[config.mk]
export PLATFORM = sky130hd
export DESIGN_NAME = arp_reply_responder
export DESIGN_NICKNAME = d
export VERILOG_FILES = /design/src/rtl/arr_pkg.sv /design/src/rtl/arr_rx_parser.sv /design/src/rtl/arr_tx_builder.sv /design/src/rtl/arp_reply_responder.sv
export SDC_FILE = /design/constraint.sdc
export NUM_CORES = 1
export LEC_CHECK = 0
export ABC_AREA = 0
export BUFFER_PORTS_ARGS = -buffer_cell sky130_fd_sc_hd__buf_2
export CAP_MARGIN = 25
export CORE_ASPECT_RATIO = 1.5
export CORE_MARGIN = 5
export CORE_UTILIZATION = 35
export DETAILED_ROUTE_END_ITERATION = 12
export HOLD_SLACK_MARGIN = 0.05
export PLACE_DENSITY = 0.59
export SETUP_SLACK_MARGIN = 0.05
export SLEW_MARGIN = 20
export SYNTH_ARGS = -nofsm -noshare
export SYNTH_HDL_FRONTEND = slang
export SYNTH_SLANG_ARGS = --single-unit
[constraint.sdc]
create_clock -name clock -period 6.8 [get_ports clock]
set_clock_uncertainty 0.1 [all_clocks]
set_input_delay 1.02 -clock clock [delete_from_list [all_inputs] [get_ports clock]]
set_output_delay 1.02 -clock clock [all_outputs]
set_load 0.02 [all_outputs]
[src/rtl/arr_pkg.sv]
// Package for the ARP reply responder: reply job type, frame constants,
// register indexes and the reply byte function. No dependencies.
`default_nettype none

package arr_pkg;

   localparam int unsigned FRAME_LEN = 42;
   localparam int unsigned POS_W     = 6;
   localparam int unsigned MAC_W     = 48;
   localparam int unsigned IP_W      = 32;
   localparam int unsigned CSR_W     = 48;

   localparam logic [POS_W-1:0] POS_TYPE_HI  = 6'd12;
   localparam logic [POS_W-1:0] POS_TYPE_LO  = 6'd13;
   localparam logic [POS_W-1:0] POS_SHA      = 6'd22;
   localparam logic [POS_W-1:0] POS_SPA      = 6'd28;
   localparam logic [POS_W-1:0] POS_SPA_END  = 6'd32;
   localparam logic [POS_W-1:0] POS_TPA      = 6'd38;
   localparam logic [POS_W-1:0] POS_FULL     = 6'd42;
   localparam logic [POS_W-1:0] POS_LAST     = 6'd41;

   localparam logic [7:0]  ETH_TYPE_ARP_HI = 8'h08;
   localparam logic [7:0]  ETH_TYPE_ARP_LO = 8'h06;
   localparam logic [15:0] ETH_TYPE_ARP    = 16'h0806;
   localparam logic [15:0] ARP_HTYPE_ETH   = 16'h0001;
   localparam logic [15:0] ARP_PTYPE_IPV4  = 16'h0800;
   localparam logic [7:0]  ARP_HW_LEN      = 8'h06;
   localparam logic [7:0]  ARP_PROTO_LEN   = 8'h04;
   localparam logic [15:0] ARP_OP_REPLY    = 16'h0002;

   localparam logic [IP_W-1:0]  LOCAL_IP_RESET  = 32'h0A42_1844;
   localparam logic [MAC_W-1:0] LOCAL_MAC_RESET = 48'h0;

   typedef enum logic [0:0] {
      CSR_LOCAL_IP  = 1'b0,
      CSR_LOCAL_MAC = 1'b1
   } csr_index_type;

   typedef struct packed {
      logic             valid;
      logic [MAC_W-1:0] peer_mac;
      logic [IP_W-1:0]  peer_ip;
   } job_type;

   function automatic logic [7:0] reply_byte(
      input logic [POS_W-1:0] k,
      input logic [MAC_W-1:0] peer_mac,
      input logic [IP_W-1:0]  peer_ip,
      input logic [MAC_W-1:0] local_mac,
      input logic [IP_W-1:0]  local_ip
   );
      logic [FRAME_LEN*8-1:0] frame;
      logic [POS_W-1:0]       rev;
      logic [POS_W+2:0]       bit_ofs;
      frame = {peer_mac, local_mac, ETH_TYPE_ARP, ARP_HTYPE_ETH, ARP_PTYPE_IPV4,
               ARP_HW_LEN, ARP_PROTO_LEN, ARP_OP_REPLY, local_mac, local_ip,
               peer_mac, peer_ip};
      rev     = POS_LAST - k;
      bit_ofs = {rev, 3'b000};
      return frame[bit_ofs +: 8];
   endfunction

endpackage

`default_nettype wire

[src/rtl/arr_rx_parser.sv]
// Receive-side parser: counts frame bytes, checks the ethertype, captures
// the ARP sender and target addresses and raises a reply job. Uses arr_pkg.
`default_nettype none

module arr_rx_parser (
   input  wire logic                     clock,
   input  wire logic                     reset,
   input  wire logic                     accept,
   input  wire logic [7:0]               rx_byte,
   input  wire logic                     rx_last,
   input  wire logic [arr_pkg::IP_W-1:0] local_ip,
   output arr_pkg::job_type              job
);

   logic [arr_pkg::POS_W-1:0] pos_ff, pos_in;
   logic                      arp_ff, arp_in;
   logic [arr_pkg::MAC_W-1:0] mac_ff, mac_in;
   logic [arr_pkg::IP_W-1:0]  spa_ff, spa_in;
   logic [arr_pkg::IP_W-1:0]  tpa_ff, tpa_in;
   logic                      arp_next;
   logic                      hit;

   always_comb begin
      arp_next = arp_ff;
      mac_in   = mac_ff;
      spa_in   = spa_ff;
      tpa_in   = tpa_ff;
      if (pos_ff == arr_pkg::POS_TYPE_HI) begin
         arp_next = (rx_byte == arr_pkg::ETH_TYPE_ARP_HI);
      end else if (pos_ff == arr_pkg::POS_TYPE_LO) begin
         arp_next = arp_ff && (rx_byte == arr_pkg::ETH_TYPE_ARP_LO);
      end else if (pos_ff >= arr_pkg::POS_SHA && pos_ff < arr_pkg::POS_SPA) begin
         mac_in = {mac_ff[arr_pkg::MAC_W-9:0], rx_byte};
      end else if (pos_ff >= arr_pkg::POS_SPA && pos_ff < arr_pkg::POS_SPA_END) begin
         spa_in = {spa_ff[arr_pkg::IP_W-9:0], rx_byte};
      end else if (pos_ff >= arr_pkg::POS_TPA && pos_ff < arr_pkg::POS_FULL) begin
         tpa_in = {tpa_ff[arr_pkg::IP_W-9:0], rx_byte};
      end

      hit = rx_last && (pos_ff >= arr_pkg::POS_LAST) && arp_next && (tpa_in == local_ip);

      if (rx_last) begin
         pos_in = '0;
         arp_in = 1'b0;
      end else begin
         pos_in = (pos_ff < arr_pkg::POS_FULL) ? pos_ff + 6'd1 : pos_ff;
         arp_in = arp_next;
      end

      job.valid    = accept && hit;
      job.peer_mac = mac_in;
      job.peer_ip  = spa_in;
   end

   always_ff @(posedge clock) begin
      if (reset) begin
         pos_ff <= '0;
         arp_ff <= 1'b0;
         mac_ff <= '0;
         spa_ff <= '0;
         tpa_ff <= '0;
      end else if (accept) begin
         pos_ff <= pos_in;
         arp_ff <= arp_in;
         mac_ff <= mac_in;
         spa_ff <= spa_in;
         tpa_ff <= tpa_in;
      end
   end

endmodule

`default_nettype wire

[src/rtl/arr_tx_builder.sv]
// Reply builder: one pending job slot, the active reply's addresses and a
// byte counter feeding the registered result stage. Uses arr_pkg.
`default_nettype none

module arr_tx_builder (
   input  wire logic                      clock,
   input  wire logic                      reset,
   input  wire arr_pkg::job_type          job,
   output logic                           job_ready,
   input  wire logic [arr_pkg::MAC_W-1:0] local_mac,
   input  wire logic [arr_pkg::IP_W-1:0]  local_ip,
   output logic                           rsp_valid,
   input  wire logic                      rsp_ready,
   output logic [7:0]                     rsp_tx_byte,
   output logic                           rsp_tx_last
);

   logic                      pend_ff, pend_in;
   logic [arr_pkg::MAC_W-1:0] pend_mac_ff, pend_mac_in;
   logic [arr_pkg::IP_W-1:0]  pend_ip_ff, pend_ip_in;
   logic                      active_ff, active_in;
   logic [arr_pkg::POS_W-1:0] idx_ff, idx_in;
   logic [arr_pkg::MAC_W-1:0] cur_mac_ff, cur_mac_in;
   logic [arr_pkg::IP_W-1:0]  cur_ip_ff, cur_ip_in;
   logic                      valid_ff, valid_in;
   logic [7:0]                byte_ff, byte_in;
   logic                      last_ff, last_in;
   logic                      advance;

   assign job_ready   = !pend_ff;
   assign rsp_valid   = valid_ff;
   assign rsp_tx_byte = byte_ff;
   assign rsp_tx_last = last_ff;
   assign advance     = !valid_ff || rsp_ready;

   always_comb begin
      pend_in     = pend_ff;
      pend_mac_in = pend_mac_ff;
      pend_ip_in  = pend_ip_ff;
      active_in   = active_ff;
      idx_in      = idx_ff;
      cur_mac_in  = cur_mac_ff;
      cur_ip_in   = cur_ip_ff;
      valid_in    = valid_ff;
      byte_in     = byte_ff;
      last_in     = last_ff;

      if (advance) begin
         valid_in = active_ff;
         if (active_ff) begin
            byte_in = arr_pkg::reply_byte(idx_ff, cur_mac_ff, cur_ip_ff, local_mac, local_ip);
            last_in = (idx_ff == arr_pkg::POS_LAST);
            if (idx_ff == arr_pkg::POS_LAST) begin
               active_in = 1'b0;
            end else begin
               idx_in = idx_ff + 6'd1;
            end
         end
      end

      if (!active_ff && pend_ff) begin
         active_in  = 1'b1;
         idx_in     = '0;
         cur_mac_in = pend_mac_ff;
         cur_ip_in  = pend_ip_ff;
         pend_in    = 1'b0;
      end

      if (job.valid) begin
         pend_in     = 1'b1;
         pend_mac_in = job.peer_mac;
         pend_ip_in  = job.peer_ip;
      end
   end

   always_ff @(posedge clock) begin
      if (reset) begin
         pend_ff   <= 1'b0;
         active_ff <= 1'b0;
         idx_ff    <= '0;
         valid_ff  <= 1'b0;
      end else begin
         pend_ff   <= pend_in;
         active_ff <= active_in;
         idx_ff    <= idx_in;
         valid_ff  <= valid_in;
      end
   end

   always_ff @(posedge clock) begin
      pend_mac_ff <= pend_mac_in;
      pend_ip_ff  <= pend_ip_in;
      cur_mac_ff  <= cur_mac_in;
      cur_ip_ff   <= cur_ip_in;
      byte_ff     <= byte_in;
      last_ff     <= last_in;
   end

endmodule

`default_nettype wire

[src/rtl/arp_reply_responder.sv]
// ARP reply responder top level: CSRs, receive parser and reply builder.
// Depends on arr_pkg, arr_rx_parser and arr_tx_builder.
//
//   channel   direction  handshake               payload
//   req       in         req_valid / req_ready   req_rx_byte, req_rx_last
//   rsp       out        rsp_valid / rsp_ready   rsp_tx_byte, rsp_tx_last
//   csr       in         csr_wr_en               csr_index, csr_wdata
//
// One received byte per cycle; the parser never stalls on its own.
// A matching ARP request yields 42 reply bytes, one per cycle while rsp_ready
// is high, from a byte counter; a new reply follows the previous last byte.
// One finished request can wait in a pending slot; req_ready drops only while
// that slot is full. Reset is synchronous; the CSRs return to their defaults.
`default_nettype none

module arp_reply_responder (
   input  wire logic                      clock,
   input  wire logic                      reset,
   input  wire logic                      req_valid,
   output logic                           req_ready,
   input  wire logic [7:0]                req_rx_byte,
   input  wire logic                      req_rx_last,
   output logic                           rsp_valid,
   input  wire logic                      rsp_ready,
   output logic [7:0]                     rsp_tx_byte,
   output logic                           rsp_tx_last,
   input  wire logic                      csr_wr_en,
   input  wire logic [0:0]                csr_index,
   input  wire logic [arr_pkg::CSR_W-1:0] csr_wdata
);

   logic [arr_pkg::IP_W-1:0]  local_ip_ff;
   logic [arr_pkg::MAC_W-1:0] local_mac_ff;
   arr_pkg::job_type          job;
   logic                      job_ready;
   logic                      accept;

   assign req_ready = job_ready;
   assign accept    = req_valid && job_ready;

   always_ff @(posedge clock) begin
      if (reset) begin
         local_ip_ff  <= arr_pkg::LOCAL_IP_RESET;
         local_mac_ff <= arr_pkg::LOCAL_MAC_RESET;
      end else if (csr_wr_en) begin
         unique case (arr_pkg::csr_index_type'(csr_index))
            arr_pkg::CSR_LOCAL_IP:  local_ip_ff  <= csr_wdata[arr_pkg::IP_W-1:0];
            arr_pkg::CSR_LOCAL_MAC: local_mac_ff <= csr_wdata[arr_pkg::MAC_W-1:0];
            default: ;
         endcase
      end
   end

   arr_rx_parser u_rx (
      .clock    (clock),
      .reset    (reset),
      .accept   (accept),
      .rx_byte  (req_rx_byte),
      .rx_last  (req_rx_last),
      .local_ip (local_ip_ff),
      .job      (job)
   );

   arr_tx_builder u_tx (
      .clock       (clock),
      .reset       (reset),
      .job         (job),
      .job_ready   (job_ready),
      .local_mac   (local_mac_ff),
      .local_ip    (local_ip_ff),
      .rsp_valid   (rsp_valid),
      .rsp_ready   (rsp_ready),
      .rsp_tx_byte (rsp_tx_byte),
      .rsp_tx_last (rsp_tx_last)
   );

endmodule

`default_nettype wire

; ---- Word level (Yosys, flattened, before mapping)
; Cells that the tools add are included.
[classes]
reduce_logical = 23
n_eq_ne = 6
shifts = 1
add_sub_neg = 3
muxes = 23
magnitude_cmp = 7
bitwise = 2
[op_table]
columns = cell, count
row1 = indexed part select 336 x 10 -> 8 bit, 1
row2 = two-way mux 32 bit, 9
row3 = two-way mux 48 bit, 3
row4 = == test 32 bit, 1
row5 = "adder 6 x 1 -> 6 bit, second input constant", 2
row6 = "== test 6 x 4 -> 1 bit, second input constant", 2
row7 = "greater-or-equal comparator 6 x 5 -> 1 bit, second input constant", 2
row8 = "greater-or-equal comparator 6 bit, second input constant", 2
row9 = "less-than comparator 6 bit, second input constant", 2
row10 = two-way mux 6 bit, 2
row11 = logical AND 1 bit, 10
row12 = two-way mux 1 bit, 9
row13 = "== test 8 x 3 -> 1 bit, second input constant", 1
row14 = "== test 8 x 4 -> 1 bit, second input constant", 1
row15 = AND reduction 2 bit, 4
row16 = "== test 6 bit, second input constant", 1
row17 = "less-than comparator 6 x 5 -> 1 bit, second input constant", 1
row18 = nonzero test 2 bit, 3
row19 = "subtractor 6 bit, first input constant", 1
row20 = zero test 1 bit, 3
row21 = AND reduction 3 bit, 1
row22 = NOT 1 bit, 2
row23 = OR reduction 2 bit, 1
row24 = logical OR 1 bit, 1
[word_totals]
output_inout_bits = 11
wordCells = 82
in_bits = 63
register_bits = 377

; ---- Depth between registers and ports, before layout
; Gate-level depths: netlist (run 1).
[logic_depth]
depth_word = 11
ltp_mapped = 11
ltp_nobuf = 9

; ---- Modules after synthesis
; Synthesis (run 1) repeated with hierarchy kept, for this count alone.
[unflattened]
cells_unflattened = 1471
area_unflattened_um2 = 16881.2
[modules_own_cells]
columns = mod, instances, cells_per_inst, seq_area_each_um2, area_each_um2
row1 = arr_tx_builder, 1, 425, 5255.0, 7390.8
row2 = arr_rx_parser, 1, 714, 2382.3, 6107.1
row3 = arp_reply_responder, 1, 332, 1601.5, 3383.2

; ---- Worst setup path before layout (run 1)
; Ideal clock, no wire load.
[synth_path]
path_type = input port to flip-flop
start = in req_rx_byte[0]
end = reg u_tx.pend_ip_ff[0] (netlist bit), enable pin
arrival_time_ps = 4219
required_time_ps = 6255
path_slack_ps = 2036
setup_time_ps = 445
path_buffers = 0
stages = 7
path_cell_list = inv_1 -> a22o_2 -> or4_4 -> a2111oi_4 -> nor3_1 -> nor4_1 -> and4_1
[synth_lines]
columns = element, line
row1 = "start, declared", arp_reply_responder.sv:21  ; input wire logic [7:0] req_rx_byte,
row2 = "end signal, assigned", arr_tx_builder.sv:92  ; pend_ip_ff <= pend_ip_in;
row3 = "end, declared", arr_tx_builder.sv:20  ; logic [arr_pkg::IP_W-1:0] pend_ip_ff, pend_ip_in;

==> qor.yml, run 1 <==
synth:
  synth_top_area_cell: "edfxtp_1"
  muxShareOfSynthArea: 0.1124
  synth-simple-area-share: 0.1710
  synthArstFlopShare: 0
  synth-xor-area-share: 0.01963
  syn_nets: 1657
  synthAdderAreaFrac: 0.006820
  netlist.area_leader.share: 0.3074
  synth_ff_type: "dfxtp_1"
  yosysWarnings: 0
  syn_inst: 1585
  synth_area_leaders: "edfxtp_1, dfxtp_1, mux2_2"
  syn_area_per_cell_sq_um: 10.42
  synth-seq-cells: 377
  syn_area_sq_um: 16510
  synth_compound_area_frac: 0.09632
  yosysSeqAreaShare: 0.5596
  synth_edf_count: 169
  synth_top_family_by_area: "simple AND/OR/NAND/NOR gates"
  synthDistinctLibCells: 71
cells_and_area:
  layout_commonest_cell: "nand2_1"
  drive_gt1_frac: 0.1803
  layoutNonFillerInstCount: 2230
  area_delta_synth_final_pct: 12.62
  multi_input_area_sq_um: 6741
  final_cell_mix: "nand2_1, dfxtp_1, nor2_1, edfxtp_1, a21oi_1"
  antenna_cells: 0
  fillers: 4491
  fin_nets: 1680
  seqCellArea_sq_um: 9244
  final_util: 0.3980
worst_hold_path:
  hold_class: "reg -> reg"
  whs_path_depth: 0
  hp-start: "u_tx.pend_ip_ff[7]"
  holdPathEnd: "u_tx.cur_ip_ff[7]"
clock_tree:
  cts_hold_buf: 0
  clkSlewWorstSetupHoldPaths_ns: 0.06
  clock-root-buffer: "clkbuf_16"
  clock_latency_ns: 0.54
  ctsResizeCount: 0
  cts_max_path_buffers: 3
  cts_tree: "done"
  cts_buffers: 36
  cts_setup_buffers: 0
  clock_sinks: 377
  cts_max_level: 2
setup_path:
  end_kind: "flip-flop"
  r2r_end: "u_tx.pend_ip_ff[23]"
  cp_max_fo: 64
  r2r_setup_slack_ns: 2.29
  start_kind: "flip-flop"
  worst_ep_arrival_time_ns: 4.62
  r2r_cells: 8
  path_class: "reg -> reg"
  r2r-start: "u_rx.pos_ff[5]"
  startpoint: "u_rx.pos_ff[5]"
  cp.required_ns: 6.92
status:
  outcome: "complete, no violations"
timing:
  setup_tns_ns: 0
  finalCriticalPeriod_ns: 4.507
  rsz0062_at_grt: "no"
  fin_crit_sh: 0.6627
  maxSlewViolCount: 0
  relSlewSlack: 0.3111
  hold_viol_final: 0
  worst_pin_slew_ns: 1.033
  setup_violations: 0
  timing.fmax_mhz: 221.9
drt:
  drt-initial-drc-count: 835
  drt-total-wl_um: 44990
  drtPass1Iterations: 5
  via_per_inst: 5.351
  via_count: 11930
  wl_per_cell_um: 20.18
  remaining_drc_errors: 0
  drtAntennaViolNets: 0
pwr:
  power.density_nw_per_um2: 257.8
  power.leakage_nw: 6.444
  ir_worst_vdd_uv: 156.0
die:
  die_h_um: 276.0
  core_area_sq_um: 46730
  num_rows: 97
  pin_count: 74
  die_area_sq_um: 51710
  initial_utilization: 0.3534
  die_w_um: 187.3
global_routing:
  grt_pass1_vias: 11750
  grt-ovfl-total: 0
  grt_start_max_net_pins: 84
  grt_usage: 0.1681
  grt_pass1_wl_um: 69380
  antenna_found_initial: 0
placement:
  place_congestion: 0.8872
  io_buffers: 73
  place_inst: 2163
  dp_hpwl_um: 30440
job:
  cap_violations: 0
==> state kept, by name, indices dropped and copies added (netlist names), 6 cells and up <==
name,cells
local_mac_ff,48
u_rx.mac_ff,48
u_tx.cur_mac_ff,48
u_tx.pend_mac_ff,48
local_ip_ff,32
u_rx.spa_ff,32
u_rx.tpa_ff,32
u_tx.cur_ip_ff,32
u_tx.pend_ip_ff,32
u_tx.rsp_tx_byte,8
u_rx.pos_ff,6
u_tx.idx_ff,6
==> worst max-delay path by stage <==
stage,to,slack [ns]
2_1_floorplan,u_tx.pend_ip_ff[0],2.04
3_3_place_gp,u_tx.pend_ip_ff[31],2.35
3_5_place_dp,u_tx.pend_ip_ff[15],2.28
4_1_cts,u_tx.pend_ip_ff[23],2.27
5_1_grt,u_tx.pend_mac_ff[32],1.89
6_report,u_tx.pend_ip_ff[23],2.29
==> metal layers <==
layer	GRT usage	share of wire
met1	0.1904	0.38
met2	0.3174	0.54
met3	0.02259	0.041
met4	0.06526	0.040
met5	0	0
==> power by group <==
group | internal, mW | total (mW) | switching [mW] | leakage [nW]
Clock | 1.20 | 2.08 | 0.888 | 0.607
Sequential | 2.41 | 2.45 | 0.0456 | 3.23
Combinational | 0.102 | 0.256 | 0.154 | 2.61
Total | 3.71 | 4.79 | 1.09 | 6.44
==> stage by stage <==
step	hold slack, ns	setup slack, ns	power [mW]	cell area [sq um]
after floorplan	0.3003	2.036	2.662	16510
after global placement	0.3014	2.347	2.755	17350
after detailed placement	0.3045	2.284	2.761	17350
after CTS	0.3171	2.270	4.854	18570
after global routing	0.3206	1.885	4.972	18600
final	0.3086	2.293	4.795	18600
==> cell type report <==
| cell class | count | area share |
|---|---|---|
| Clock inverter | 19 | 0.01225 |
| Tap cell | 594 | 0.03997 |
| Timing Repair Buffer | 93 | 0.02913 |
| Clock buffer | 47 | 0.05336 |
| Multi-Input combinational cell | 1072 | 0.3625 |
| Sequential cell | 377 | 0.4971 |
| Inverter | 28 | 0.005652 |
==> cells in the mapped netlist, types with 6 or more instances <==
library cell and number:
nand2_1 254, dfxtp_1 208, nor2_1 191, edfxtp_1 169
a21oi_1 129, nor3_1 98, mux2_2 93, clkbuf_1 84
mux4_2 27, inv_1 26, o21ai_0 26, xor2_1 22
mux2i_1 20, nand3_1 19, nand3b_1 18, xnor2_1 15
buf_2 13, nand4_1 12, o22ai_1 11, ha_1 9
nor2b_1 9, o221ai_1 9, nor4_1 8, a221oi_1 7
a222oi_1 7, o22a_1 7, nand2b_1 6, o211ai_1 6
==> logic make-up after synthesis <==
kind of cell	Yosys count
compound gates	250
xor+xnor	37
fa+ha+maj	9
buf+inv	136
flops	377
mux	140
simple gates	636
==> critical path: stages (launching register included) <==
cell and delay (ns):
dfxtp_1 0.51, nor2b_1 0.67, o21ai_1 0.35, a222oi_1 0.56, xnor2_1 0.19, nand4_1 0.17
nor4_1 0.29, and4_4 0.86, buf_4 0.39
No activity file was read; power rests on OpenSTA's default activity.
==> run 2: changes to the inputs <==
- clock period: 6.8 -> 4.7 ns (I/O delays scaled with it)
==> run 2 against run 1 <==
Register-to-register slack worse by 1.6 ns. Utilization increased by 0.086 points. Wire length down 0.16%. Setup slack got worse by 1.6 ns. Global-route usage increased by 0.17 points. Critical path type unchanged. Critical endpoint is now u_tx.pend_mac_ff[18].
==> qor.yml, run 2 (synthesized netlist as in run 1, its figures left out) <==
pwr:
  ir_worst_vdd_uv: 311.7
  power.leakage_nw: 6.453
  power.density_nw_per_um2: 366.0
status:
  outcome: "complete, no violations"
timing:
  rsz0062_at_grt: "no"
  worst_pin_slew_ns: 0.9939
  finalCriticalPeriod_ns: 4.056
  setup_violations: 0
  hold_viol_final: 0
  relSlewSlack: 0.3351
  whs_ns: 0.2966
  maxSlewViolCount: 0
  timing.fmax_mhz: 246.5
  fin_crit_sh: 0.8630
  setup_tns_ns: 0
global_routing:
  grt_pass1_vias: 11880
  grt_start_max_net_pins: 95
  grt_pass1_wl_um: 69940
  grt_usage: 0.1698
  antenna_found_initial: 0
  grt-ovfl-total: 0
placement:
  dp_hpwl_um: 31580
  io_buffers: 73
  place_congestion: 0.8303
clock_tree:
  cts_max_level: 2
  ctsResizeCount: 0
  cts_buffers: 36
  clock-root-buffer: "clkbuf_16"
  clock_sinks: 377
  cts_hold_buf: 0
  cts_tree: "done"
  clock_latency_ns: 0.54
  cts_max_path_buffers: 3
  cts_setup_buffers: 0
  clkSlewWorstSetupHoldPaths_ns: 0.07
drt:
  via_count: 11880
  drtAntennaViolNets: 0
  via_per_inst: 5.312
  drtPass1Iterations: 5
  drt-total-wl_um: 44920
  remaining_drc_errors: 0
  wl_per_cell_um: 20.08
  drt-initial-drc-count: 864
die:
  die_area_sq_um: 51710
  pin_count: 74
  num_rows: 97
  die_w_um: 187.3
  initial_utilization: 0.3534
  die_h_um: 276.0
  core_area_sq_um: 46730
setup_path:
  end_kind: "flip-flop"
  path_cells: "nor2b_1 -> o21ai_1 -> a222oi_1 -> xnor2_1 -> nand4_1 -> nor4_1 -> and4_4 -> buf_12"
  start_kind: "flip-flop"
  worst_ep_arrival_time_ns: 4.19
  cp.required_ns: 4.84
  r2r_cells: 8
  critPathSlowestCell: "nor2b_1"
  slowest_delay_ns: 0.62
  r2r-start: "u_rx.pos_ff[5]"
  r2r_end: "u_tx.pend_mac_ff[18]"
  path_class: "reg -> reg"
  r2r_setup_slack_ns: 0.64
  cp_max_fo: 28
cells_and_area:
  seqCellArea_sq_um: 9244
  final_cell_mix: "nand2_1, dfxtp_1, nor2_1, edfxtp_1, a21oi_1"
  layout_commonest_cell: "nand2_1"
  antenna_cells: 0
  fillers: 4495
  fin_nets: 1687
  drive_gt1_frac: 0.1838
  multi_input_area_sq_um: 6744
  area_delta_synth_final_pct: 12.87
job:
  cap_violations: 0
worst_hold_path:
  hp-start: "csr_wdata[39]"
  hold_class: "in -> reg"
  holdPathEnd: "local_mac_ff[39]"
  whs_path_depth: 3
## run 2: cell count changes in the layout (fill, tap and decap cells not counted), moves of 2 or more
cell / delta
buf_12: +3
buf_4: +4
bufinv_16: -2
clkinv_2: -3
clkinv_4: +2
clkinvlp_4: +2
inv_4: -2
## run 2: area by class of cell
| cell class | instances | share of cell area |
|---|---|---|
| Clock buffer | 46 | 0.05250 |
| Clock inverter | 20 | 0.01081 |
| Inverter | 28 | 0.005640 |
| Multi-Input combinational cell | 1072 | 0.3619 |
| Sequential cell | 377 | 0.4960 |
| Tap cell | 594 | 0.03988 |
| Timing Repair Buffer | 100 | 0.03323 |
## run 2: how the worst max path moves through the flow
stage / cells after the start / from / to / slack (ns)
2_1_floorplan: 7 / req_rx_byte[0] / u_tx.pend_ip_ff[0] / 0.25
3_3_place_gp: 8 / u_rx.pos_ff[5] / u_tx.pend_mac_ff[24] / 0.74
3_5_place_dp: 8 / u_rx.pos_ff[5] / u_tx.pend_mac_ff[34] / 0.69
4_1_cts: 8 / u_rx.pos_ff[5] / u_tx.pend_mac_ff[18] / 0.66
5_1_grt: 8 / u_rx.pos_ff[5] / u_tx.pend_mac_ff[5] / 0.43
6_report: 8 / u_rx.pos_ff[5] / u_tx.pend_mac_ff[18] / 0.64
## run 2: metal layers
metal | part of all wire | global-route usage | vias to the layer above
met2 | 0.53 | 0.3179 | 307
li1 | - | - | 5695
met3 | 0.040 | 0.02423 | 101
met1 | 0.38 | 0.1879 | 5779
met5 | 0 | 0 | -
met4 | 0.049 | 0.07949 | 0
## run 2: metrics by stage
step	util	area (sq um)	setup WS [ns]	std cells	total power [mW]
finish	0.3988	18640	0.6437	2237	6.821
global route	0.3988	18640	0.4270	2237	7.086
floorplan	-	16510	0.2506	1585	3.851
detailed placement	0.3732	17440	0.6942	2170	3.999
CTS	0.3985	18620	0.6650	2236	6.907
global placement	0.3732	17440	0.7429	2170	3.988
## run 2: critical path, delay by kind of cell, from the launching register on
family                    cells  cell delay (ns)
xor gates and xnor gates      1             0.21
DFF                           1             0.52
AOI/OAI and AO/OA             2             1.00
buffers and inverters         1             0.25
and+or+nand+nor               4             1.62
## run 2: where the power goes
group,switching (mW),leakage [nW],total [mW],internal [mW]
Combinational,0.227,2.65,0.377,0.149
Sequential,0.0638,3.23,3.55,3.49
Clock,1.28,0.572,2.90,1.61
